--- src/rtl/pds_pkg.sv ---
// shared constants for the pll divider search block
package pds_pkg;

    // fixed field widths
    localparam int SLOT_W   = 2;
    localparam int TARGET_W = 19;
    localparam int VCO_W    = 20;
    localparam int REF_W    = 17;
    localparam int CFG_IDX_W = 2;
    localparam int CFG_DATA_W = 20;

    // input tdata holds target_khz padded to whole bytes
    localparam int S_TDATA_W = ((TARGET_W + 7) / 8) * 8;

    // configuration register indexes
    typedef enum logic [CFG_IDX_W-1:0] {
        REG_VCO_MIN = 2'd0,
        REG_VCO_MAX = 2'd1,
        REG_REF_CLK = 2'd2
    } cfg_reg_t;

    // reset values of the configuration registers
    localparam logic [VCO_W-1:0] VCO_MIN_RST = VCO_W'(180000);
    localparam logic [VCO_W-1:0] VCO_MAX_RST = VCO_W'(360000);
    localparam logic [REF_W-1:0] REF_CLK_RST = REF_W'(14318);

endpackage

--- src/rtl/pll_divider_search_top.sv ---
// pll divider search: picks m, n and r for one clock slot per request
//
// One request enters at a time; s_tready stays low until the search is done. A request
// first scans r = 0..R_MAX, one compare per cycle, then for each n = 1..N_MAX runs up to
// two divisions on one shared restoring divider that produces one quotient bit per cycle:
// the rounded m quotient (TARGET_W + clog2(N_MAX+3) + R_MAX + 2 bits, 30 by default) and,
// if m is in range, the achieved frequency (REF_W + clog2(M_MAX+3) bits, 25 by default).
// The result sits in an output register, so the next request is taken while it waits; a
// finished search waits only if that register is still full. Configuration writes are taken
// in any cycle and must only come while idle.
module pll_divider_search_top #(
    parameter int N_MAX = 31,
    parameter int M_MAX = 127,
    parameter int R_MAX = 3
) (
    input  logic clk,
    input  logic rst_n,

    // request stream
    input  logic                              s_tvalid,
    output logic                              s_tready,
    input  logic [pds_pkg::S_TDATA_W-1:0]     s_tdata,   // [18:0] target_khz
    input  logic [pds_pkg::SLOT_W-1:0]        s_tuser,   // [1:0] clock_slot

    // result stream
    output logic                              m_tvalid,
    input  logic                              m_tready,
    output logic [((($clog2(M_MAX+1) + $clog2(N_MAX+1) + $clog2(R_MAX+2)
                    + pds_pkg::TARGET_W) + 7) / 8) * 8 - 1:0] m_tdata,
                    // mult_m, div_n, post_r, freq_error from the lowest bit up
    output logic [pds_pkg::SLOT_W-1:0]        m_tuser,   // [1:0] slot_out

    // configuration write channel
    input  logic                              cfg_valid,
    output logic                              cfg_ready,
    input  logic [pds_pkg::CFG_IDX_W-1:0]     cfg_index,
    input  logic [pds_pkg::CFG_DATA_W-1:0]    cfg_data
);

    localparam int TGT_W  = pds_pkg::TARGET_W;
    localparam int REFW   = pds_pkg::REF_W;
    localparam int N_W    = $clog2(N_MAX + 1);
    localparam int NP_W   = $clog2(N_MAX + 3);
    localparam int M_W    = $clog2(M_MAX + 1);
    localparam int MP_W   = $clog2(M_MAX + 3);
    localparam int R_W    = $clog2(R_MAX + 2);
    localparam int SH_MAX = R_MAX + 1;
    localparam int A_W    = TGT_W + NP_W + SH_MAX + 1;
    localparam int B_W    = REFW + MP_W;
    localparam int DIV_W  = (A_W > B_W) ? A_W : B_W;
    localparam int D2_W   = NP_W + SH_MAX;
    localparam int DEN_W  = (REFW > D2_W) ? REFW : D2_W;
    localparam int CNT_W  = $clog2(DIV_W + 1);
    localparam int E_W    = (B_W > TGT_W) ? B_W : TGT_W;
    localparam int VS_W   = TGT_W + R_MAX;
    localparam int CMP_W  = (VS_W > pds_pkg::VCO_W) ? VS_W : pds_pkg::VCO_W;
    localparam int OUT_BITS = M_W + N_W + R_W + TGT_W;
    localparam int OUT_TD_W = ((OUT_BITS + 7) / 8) * 8;

    typedef enum logic [2:0] {
        ST_IDLE,
        ST_RSCAN,
        ST_PREP,
        ST_DIV1,
        ST_CHECK,
        ST_DIV2,
        ST_SCORE,
        ST_FINISH
    } state_t;

    state_t state_reg;

    // configuration registers
    logic [pds_pkg::VCO_W-1:0] vco_min_reg;
    logic [pds_pkg::VCO_W-1:0] vco_max_reg;
    logic [REFW-1:0]           ref_clk_reg;

    // request and search registers
    logic [pds_pkg::SLOT_W-1:0] slot_reg;
    logic [TGT_W-1:0]           target_reg;
    logic [R_W-1:0]             r_reg;
    logic [N_W-1:0]             n_reg;
    logic [MP_W-1:0]            mp2_reg;
    logic [TGT_W-1:0]           best_err_reg;
    logic [M_W-1:0]             best_m_reg;
    logic [N_W-1:0]             best_n_reg;

    // shared divider registers
    logic [DIV_W-1:0] div_num_reg;
    logic [DEN_W-1:0] div_den_reg;
    logic [DEN_W-1:0] div_rem_reg;
    logic [CNT_W-1:0] div_cnt_reg;

    // output registers
    logic                       m_tvalid_reg;
    logic [pds_pkg::SLOT_W-1:0] out_slot_reg;
    logic [M_W-1:0]             out_m_reg;
    logic [N_W-1:0]             out_n_reg;
    logic [R_W-1:0]             out_r_reg;
    logic [TGT_W-1:0]           out_err_reg;

    logic                  s_xfer;
    logic [REFW-1:0]       ref_eff;
    logic [CMP_W-1:0]      vco_shift;
    logic                  vco_fit;
    logic [NP_W-1:0]       np2;
    logic [TGT_W+NP_W-1:0] prod_a;
    logic [A_W-1:0]        num_a;
    logic [A_W-1:0]        quot_a;
    logic                  m_in_range;
    logic [MP_W-1:0]       mp2_cand;
    logic [B_W-1:0]        num_b;
    logic [DEN_W-1:0]      den_b;
    logic [DEN_W:0]        div_shift;
    logic [DEN_W:0]        div_diff;
    logic                  div_bit;
    logic [E_W-1:0]        ach_e;
    logic [E_W-1:0]        tgt_e;
    logic [E_W-1:0]        err_e;
    logic                  err_better;
    logic                  out_free;

    assign s_xfer    = s_tvalid && s_tready;
    assign s_tready  = (state_reg == ST_IDLE);
    assign cfg_ready = 1'b1;
    assign out_free  = !m_tvalid_reg || m_tready;

    // a zero reference counts as one
    assign ref_eff = (ref_clk_reg == '0) ? REFW'(1) : ref_clk_reg;

    // range check of target << r for the post divider scan
    assign vco_shift = CMP_W'(target_reg) << r_reg;
    assign vco_fit   = (vco_shift >= CMP_W'(vco_min_reg)) && (vco_shift < CMP_W'(vco_max_reg));

    // rounded m numerator: (target * (n + 2)) << r plus half the reference
    assign np2    = NP_W'(n_reg) + NP_W'(2);
    assign prod_a = (TGT_W+NP_W)'(target_reg) * (TGT_W+NP_W)'(np2);
    assign num_a  = (A_W'(prod_a) << r_reg) + A_W'(ref_eff >> 1);

    // quotient check and achieved frequency operands
    assign quot_a     = div_num_reg[A_W-1:0];
    assign m_in_range = (quot_a >= A_W'(2)) && (quot_a <= A_W'(M_MAX + 2));
    assign mp2_cand   = quot_a[MP_W-1:0];
    assign num_b      = B_W'(ref_eff) * B_W'(mp2_cand);
    assign den_b      = DEN_W'(D2_W'(np2) << r_reg);

    // one restoring divider step
    assign div_shift = {div_rem_reg, div_num_reg[DIV_W-1]};
    assign div_diff  = div_shift - {1'b0, div_den_reg};
    assign div_bit   = !div_diff[DEN_W];

    // absolute error of the achieved frequency
    assign ach_e      = E_W'(div_num_reg[B_W-1:0]);
    assign tgt_e      = E_W'(target_reg);
    assign err_e      = (tgt_e >= ach_e) ? (tgt_e - ach_e) : (ach_e - tgt_e);
    assign err_better = err_e < E_W'(best_err_reg);

    // sequencer, divider, configuration and output registers
    always_ff @(posedge clk or negedge rst_n)
    begin
        if (!rst_n)
        begin
            state_reg    <= ST_IDLE;
            vco_min_reg  <= pds_pkg::VCO_MIN_RST;
            vco_max_reg  <= pds_pkg::VCO_MAX_RST;
            ref_clk_reg  <= pds_pkg::REF_CLK_RST;
            slot_reg     <= '0;
            target_reg   <= '0;
            r_reg        <= '0;
            n_reg        <= N_W'(1);
            mp2_reg      <= '0;
            best_err_reg <= '0;
            best_m_reg   <= M_W'(1);
            best_n_reg   <= N_W'(1);
            div_num_reg  <= '0;
            div_den_reg  <= '0;
            div_rem_reg  <= '0;
            div_cnt_reg  <= '0;
            m_tvalid_reg <= 1'b0;
            out_slot_reg <= '0;
            out_m_reg    <= '0;
            out_n_reg    <= '0;
            out_r_reg    <= '0;
            out_err_reg  <= '0;
        end
        else
        begin
            // configuration writes, unknown index ignored
            if (cfg_valid)
            begin
                unique case (cfg_index)
                    pds_pkg::REG_VCO_MIN: vco_min_reg <= cfg_data;
                    pds_pkg::REG_VCO_MAX: vco_max_reg <= cfg_data;
                    pds_pkg::REG_REF_CLK: ref_clk_reg <= cfg_data[REFW-1:0];
                    default: ;
                endcase
            end

            // output transaction taken, a finishing search reloads the register itself
            if (m_tvalid_reg && m_tready && state_reg != ST_FINISH)
            begin
                m_tvalid_reg <= 1'b0;
            end

            unique case (state_reg)
                ST_IDLE:
                begin
                    if (s_xfer)
                    begin
                        slot_reg     <= s_tuser;
                        target_reg   <= s_tdata[TGT_W-1:0];
                        best_err_reg <= s_tdata[TGT_W-1:0];
                        best_m_reg   <= M_W'(1);
                        best_n_reg   <= N_W'(1);
                        r_reg        <= '0;
                        n_reg        <= N_W'(1);
                        state_reg    <= ST_RSCAN;
                    end
                end

                // post divider scan, no fit leaves r at R_MAX + 1
                ST_RSCAN:
                begin
                    if (vco_fit)
                    begin
                        state_reg <= ST_PREP;
                    end
                    else
                    begin
                        r_reg <= r_reg + R_W'(1);
                        if (r_reg == R_W'(R_MAX))
                        begin
                            state_reg <= ST_PREP;
                        end
                    end
                end

                // load the m quotient division
                ST_PREP:
                begin
                    div_num_reg <= DIV_W'(num_a) << (DIV_W - A_W);
                    div_den_reg <= DEN_W'(ref_eff);
                    div_rem_reg <= '0;
                    div_cnt_reg <= CNT_W'(A_W);
                    state_reg   <= ST_DIV1;
                end

                ST_DIV1, ST_DIV2:
                begin
                    div_num_reg <= {div_num_reg[DIV_W-2:0], div_bit};
                    div_rem_reg <= div_bit ? div_diff[DEN_W-1:0] : div_shift[DEN_W-1:0];
                    div_cnt_reg <= div_cnt_reg - CNT_W'(1);
                    if (div_cnt_reg == CNT_W'(1))
                    begin
                        state_reg <= (state_reg == ST_DIV1) ? ST_CHECK : ST_SCORE;
                    end
                end

                // m in range: load the achieved frequency division, else next n
                ST_CHECK:
                begin
                    if (m_in_range)
                    begin
                        mp2_reg     <= mp2_cand;
                        div_num_reg <= DIV_W'(num_b) << (DIV_W - B_W);
                        div_den_reg <= den_b;
                        div_rem_reg <= '0;
                        div_cnt_reg <= CNT_W'(B_W);
                        state_reg   <= ST_DIV2;
                    end
                    else if (n_reg == N_W'(N_MAX))
                    begin
                        state_reg <= ST_FINISH;
                    end
                    else
                    begin
                        n_reg     <= n_reg + N_W'(1);
                        state_reg <= ST_PREP;
                    end
                end

                // keep the strictly smaller error, then next n
                ST_SCORE:
                begin
                    if (err_better)
                    begin
                        best_err_reg <= err_e[TGT_W-1:0];
                        best_m_reg   <= M_W'(mp2_reg - MP_W'(2));
                        best_n_reg   <= n_reg;
                    end
                    if (n_reg == N_W'(N_MAX))
                    begin
                        state_reg <= ST_FINISH;
                    end
                    else
                    begin
                        n_reg     <= n_reg + N_W'(1);
                        state_reg <= ST_PREP;
                    end
                end

                // hand the result to the output register once it is free
                ST_FINISH:
                begin
                    if (out_free)
                    begin
                        m_tvalid_reg <= 1'b1;
                        out_slot_reg <= slot_reg;
                        out_m_reg    <= best_m_reg;
                        out_n_reg    <= best_n_reg;
                        out_r_reg    <= r_reg;
                        out_err_reg  <= best_err_reg;
                        state_reg    <= ST_IDLE;
                    end
                end

                default:
                begin
                    state_reg <= ST_IDLE;
                end
            endcase
        end
    end

    // output packing
    assign m_tvalid = m_tvalid_reg;
    assign m_tuser  = out_slot_reg;
    assign m_tdata  = OUT_TD_W'({out_err_reg, out_r_reg, out_n_reg, out_m_reg});

    // the kept error never exceeds the starting error of the target
    a_best_err_bound: assert property (@(posedge clk) disable iff (!rst_n)
        (state_reg != ST_IDLE) |-> (best_err_reg <= target_reg))
        else $error("best error above target");

    // a running division always has steps left
    a_div_count: assert property (@(posedge clk) disable iff (!rst_n)
        (state_reg == ST_DIV1 || state_reg == ST_DIV2) |-> (div_cnt_reg != '0))
        else $error("divider ran with zero count");

    // the divider index stays in range while the search runs
    a_n_range: assert property (@(posedge clk) disable iff (!rst_n)
        (state_reg == ST_PREP || state_reg == ST_CHECK || state_reg == ST_SCORE)
        |-> (n_reg >= N_W'(1) && n_reg <= N_W'(N_MAX)))
        else $error("n out of range");

    // an accepted request starts the post divider scan from zero
    a_start_scan: assert property (@(posedge clk) disable iff (!rst_n)
        s_xfer |=> (state_reg == ST_RSCAN && r_reg == '0))
        else $error("request did not start scan");

    // a delivered post divider never exceeds the no-fit code
    a_r_bound: assert property (@(posedge clk) disable iff (!rst_n)
        m_tvalid_reg |-> (out_r_reg <= R_W'(R_MAX + 1)))
        else $error("post divider out of range");

endmodule
--- config.mk ---
export PLATFORM = sky130hd
export DESIGN_NAME = pll_divider_search_top
export DESIGN_NICKNAME = d
export VERILOG_FILES = /design/src/rtl/pds_pkg.sv /design/src/rtl/pll_divider_search_top.sv
export SDC_FILE = /design/constraint.sdc
export NUM_CORES = 1
export LEC_CHECK = 0
export ABC_AREA = 1
export BUFFER_PORTS_ARGS = -buffer_cell sky130_fd_sc_hd__buf_2
export CORE_ASPECT_RATIO = 0.75
export CORE_MARGIN = 1.5
export CORE_UTILIZATION = 33
export DETAILED_ROUTE_END_ITERATION = 12
export GPL_TIMING_DRIVEN = 0
export MAX_ROUTING_LAYER = met4
export PLACE_DENSITY = 0.47
export SYNTH_ARGS = -nofsm -noshare
export SYNTH_HDL_FRONTEND = slang
export SYNTH_SLANG_ARGS = --single-unit
--- constraint.sdc ---
create_clock -name clk -period 8.08 [get_ports clk]
set_input_delay 0.404 -clock clk [delete_from_list [all_inputs] [get_ports clk]]
set_output_delay 0.404 -clock clk [all_outputs]
set_load 0.005 [all_outputs]
* Yosys cells after proc, flatten, opt, wreduce, memory -nomap -nowiden *
Index checks and enable logic that the tools add are counted.

word-level totals
  register bits after elaboration = 233

cells by class
  equal/unequal tests = 21
  shift-type cells = 3
  multiplexer cells = 38
  order comparisons = 6
  $mul = 2
  add/subtract/negate cells = 9
  reductions and logical operators = 29

operators with widths
  operator                                               number
  case mux 30 bit (3 select lines)                       1
  2-to-1 mux 17 bit                                      4
  case mux 17 bit (3 select lines)                       1
  2-to-1 mux 19 bit                                      2
  case mux 19 bit (2 select lines)                       1
  case mux 17 bit (2 select lines)                       1
  adder 30 x 16 -> 30 bit                                1
  >= comparator 30 x 2 -> 1 bit (second input constant)  1
  <= comparator 30 x 8 -> 1 bit (second input constant)  1
  2-to-1 mux 30 bit                                      1
  case mux 5 bit (3 select lines)                        2
  << shifter 25 x 3 -> 30 bit                            1
  2-to-1 mux 3 bit                                       9
  >= comparator 19 x 25 -> 1 bit                         1
  less-than comparator 25 x 19 -> 1 bit                  1
  multiplier 17 x 8 -> 25 bit                            1
  multiplier 19 x 6 -> 25 bit                            1
  2-to-1 mux 25 bit                                      1
  2-to-1 mux 5 bit                                       5
  subtractor 19 x 25 -> 25 bit                           1
  subtractor 25 x 19 -> 25 bit                           1
  >= comparator 22 x 20 -> 1 bit                         1
  less-than comparator 22 x 20 -> 1 bit                  1
  << shifter 19 x 3 -> 22 bit                            1
  36 further kinds                                       67

* Depth between registers and ports, before layout *
  word-level depth = 5
  depth in mapped cells = 39
  depth with buffers taken out = 39

* Least setup slack after synthesis *
Ideal clock, no wire load.

  path type = flip-flop to flip-flop
  start = register n_reg[1]
  end = register div_num_reg[29]
  path slack = 2268 ps
  cell stages (with the launch flop) = 35
  arrival = 5734 ps
  cell sequence = dfrtp_1 > ha_1 > nand2_1 > nor2_1 > clkinv_1 > clkbuf_1 > nor2_1 > fa_1 > fa_1 > inv_1 > fa_1 > inv_1 > ha_1 > nand2_1 > inv_1 > nand2_1 > nand3_1 > xor2_1 > nand2_1 > o21ai_0 > o21ai_0 > mux2i_1 > ha_1 > a21oi_1 > o21ai_0 > a21oi_1 > nand2_1 > nand4_1 > nand2_1 > nand2_2 > nor2_1 > nand3_1 > nand2_1 > nand2_1 > o21bai_1

between the ends
  longest elaborated chain between the ends = 5

ends and longest elaborated chain
  what                              RTL line                       text
  start: declaration                pll_divider_search_top.sv:82   logic [N_W-1:0] n_reg;
  start signal: assignment          pll_divider_search_top.sv:277  n_reg <= n_reg + N_W'(1);
  start signal: assignment          pll_divider_search_top.sv:297  n_reg <= n_reg + N_W'(1);
  adder 5 x 2 -> 6 bit              pll_divider_search_top.sv:136  assign np2 = NP_W'(n_reg) + NP_W'(2);
  multiplier 19 x 6 -> 25 bit       pll_divider_search_top.sv:137  assign prod_a = (TGT_W+NP_W)'(target_reg) * (TGT_W+NP_W)'(np2);
  << shifter 25 x 3 -> 30 bit       pll_divider_search_top.sv:138  assign num_a = (A_W'(prod_a) << r_reg) + A_W'(ref_eff >> 1);
  adder 30 x 16 -> 30 bit           pll_divider_search_top.sv:138
  case mux 30 bit (3 select lines)  pll_divider_search_top.sv:205  unique case (state_reg)
  end signal: assignment            pll_divider_search_top.sv:241  div_num_reg <= DIV_W'(num_a) << (DIV_W - A_W);
  end signal: assignment            pll_divider_search_top.sv:250  div_num_reg <= {div_num_reg[DIV_W-2:0], div_bit};
  end signal: assignment            pll_divider_search_top.sv:265  div_num_reg <= DIV_W'(num_b) << (DIV_W - B_W);
  end: declaration                  pll_divider_search_top.sv:89   logic [DIV_W-1:0] div_num_reg;

No other way between the ends.
A chain may end at the register's enable or synchronous reset.

* Worst setup path in the final report *
Ends and elaborated chain as after synthesis.

==> results.txt <==
----------------------------------------------------
[Clock network]
  CTS tree ... yes
  H-tree depth ... 1
  CTS Buf Count ... 27
  Root Driver ... clkbuf_16
  TritonCTS Sinks ... around 230
  Register clock-pin slew on the reported worst setup and hold paths ... approximately 70 ps
  Clock insertion delay at the later pin of the skew report ... around 610 ps
  Buffer levels on the longest clock path ... 3

[Worst setup path]
  CP arrival ... between 8000 and 9000 ps
  Slowest-stage cell, CP ... fa_1
  Req. time, crit path ... about 8600 ps
  Critical Path Most Common Cell ... nand2_1
  CP startpoint kind ... flop
  CP Max Fanout ... 10
  CP top delay family ... adder cells
  Type of destination of the critical path ... flop
  Buf/Inv on CP ... 4
  Longest individual stage delay on the worst path ... roughly 570 ps
  CP Class ... reg2reg

[Layout]
  Count of filler cells inserted in the layout ... between 8000 and 9000
  Total inserted antenna cells ... 0
  Proportion of layout cells with a drive suffix above 1 ... 0.0644
  Growth of design area from synthesis to finish ... 10.7%
  Total non-filler cell area in the finished layout ... around 0.029 mm^2
  Fin nets ... approximately 4300
  Number of flip-flops under the largest register name ... 30

[Routing]
  Wire per inst ... roughly 20 um
  Iteration-0 DRC Markers ... between 2000 and 2500
  Via count ... roughly 25000
  Average via count per standard cell ... between 5 and 6
  Total Wirelength ... 100000 um
  DRC ... 0
  1st-pass router iterations ... 7
  Routed Antenna Nets ... 0

[Outcome]
  Status ... completed

[Logic synthesis]
  Yosys top cell by area ... dfrtp_1
  Number of distinct library cells after synthesis ... 60
  Number of synthesis warnings ... 0
  Netlist area before placement ... roughly 0.026 mm^2
  Gate Count Post-Synth ... 3784
  Count of flip-flops with a built-in enable after synthesis ... 0
  Sequential share of the synthesized area ... 0.225
  Top cells by area in the synthesized netlist ... dfrtp_1 (19%), nand2_1 (15%), fa_1 (13%)
  Average size of a mapped cell ... 6.89 um^2
  Most instantiated flip-flop cell in the synthesis netlist ... dfrtp_1
  Yosys reg bits ... 233
  Fraction of synthesized cell area taken by the top area cell type ... 0.193
  Top cells by instance count after synthesis ... nand2_1 (1020), inv_1 (666), o21ai_0 (335), nor2_1 (230), ha_1 (214)
  Cell with the most instances after synthesis ... nand2_1
  Proportion of register bits with asynchronous set or reset after synthesis ... 1.00

[Placed design]
  Sum of net half-perimeters after detailed placement ... ~82000 um
  Last weighted congestion value of the routability-driven placer ... 0.976
  Count of port buffers added during placement ... 85
  Area after detailed placement ... approximately 0.028 mm^2
  Worst-case setup slack after placement ... -8.68 ps

[Floorplanning]
  Die width ... ~330 um
  Boundary Pins ... ~100
  Vert. Die Dim ... about 250 um
  Num rows ... slightly below 90
  Placeable core area ... about 0.08 mm^2
  Effective utilization at floorplan ... 0.332
  DIE AREA ... slightly above 0.08 mm^2

[STA]
  Setup TNS after final layout ... 0 ps
  Max transition margin ... 0.174
  Worst-Margin Slew ... ~1200 ps
  Share of the clock period used by the worst path after layout ... 0.941
  Crit path time final ... ~7600 ps
  Setup slack of the critical path after layout ... 474 ps
  Worst hold slack ... roughly 58 ps
  Number of failing hold endpoints at the final stage ... 0
  RSZ-0062 raised after global routing ... no
  Fmax ... 0.131 GHz
  Final count of negative-setup-slack endpoints ... 0
  Final Slew Violations ... 0
  Worst clock skew ... between 20 and 25 ps

[Global routing]
  Largest net degree at the start of global routing ... 109
  Total congestion overflow after global routing ... 0
  Via count of the first global-routing pass ... 23982
  Total global routing track utilization ... 0.254
  First-pass GRT wire length ... between 150000 and 200000 um
  Number of antenna violations at the first check in global routing ... 2

[Hold path]
  Type of the worst min-delay path ... in2reg

[Flow run]
  Max-Cap Viols ... 0

----------------------------------------------------
-- cell type report --
cell class	instances	area, um^2	area share
multi-input cells	2711	17000	0.588
plain buffers	167	709	0.0246
clock inverters	13	128	0.00442
well taps	1046	1310	0.0454
inverters	678	2550	0.0883
flip-flops and latches	233	5870	0.203
clock buffers	36	779	0.0270
repair buffers	93	543	0.0188
-- tightest hold or removal path, cell delays in order --
cell     delay (ps)
buf_2           100
nand2_1          50
o21ai_0          60
-- through the flow --
step | utilization | instances
floorplan | - | 3789
global placement | 0.355 | 4920
detailed placement | 0.356 | 4922
CTS | 0.368 | 4974
global route | 0.368 | 4977
finish | 0.368 | 4977
-- layer usage --
metal / part of all wire / track usage / wire length (um) / vias up
li1: - / - / - / 12242
met1: 0.51 / 0.388 / 51500 / 12042
met2: 0.41 / 0.359 / 40600 / 796
met3: 0.063 / 0.0310 / 6350 / 85
met4: 0.016 / 0.0413 / 1640 / 0
met5: 0 / - / 0 / -
-- cells by family after synthesis --
group / synth area share
AOI/OAI and AO/OA: 0.137
xor gates and xnor gates: 0.0208
adders and majority gates: 0.228
buffers and inverters: 0.125
DFF: 0.225
muxes: 0.0122
other: 0.000288
and+or+nand+nor: 0.252
-- final timing paths --
| kind | startpoint | to | slack (ps) | cells after the start |
|---|---|---|---|---|
| max | n_reg[1] | div_num_reg[29] | 470 | 34 |
| min reg2reg | best_n_reg[0] | best_n_reg[0] | 460 | 2 |
| max in group asynchronous | rst_n | vco_max_reg[8] | 6840 | 3 |
| min | s_tdata[10] | target_reg[10] | 60 | 3 |
| min in group asynchronous | rst_n | out_r_reg[1] | 280 | 2 |
| max reg2reg | n_reg[1] | div_num_reg[29] | 470 | 34 |
-- placed cells by master (no fill, tap or decap), drive strengths merged, types with 11 or more instances in the layout --
cell / n
xnor2: 19
nand3: 206
clkbuf: 160
o22ai: 11
fa: 163
nand2: 1028
buf: 133
nor3: 20
nand4: 66
mux2i: 16
mux2: 14
dfstp: 32
dfrtp: 201
nor2: 240
xor2: 43
inv: 677
o21ai: 341
a21oi: 193
ha: 214
a31oi: 17
-- repair_timing --
| item | 4_1_cts | 5_1_grt |
|---|---|---|
| endpoints found under the hold margin | 39 | 0 |
| setup buffers | 0 | 3 |
| setup endpoints to repair | 1 | 14 |
| hold buffers | 3 | 0 |
| resized for setup | 1 | 8 |
| pin swaps | 0 | 0 |
Power is not shown: default switching activity piles up to over one toggle a cycle in this logic, so the estimate is an artifact.
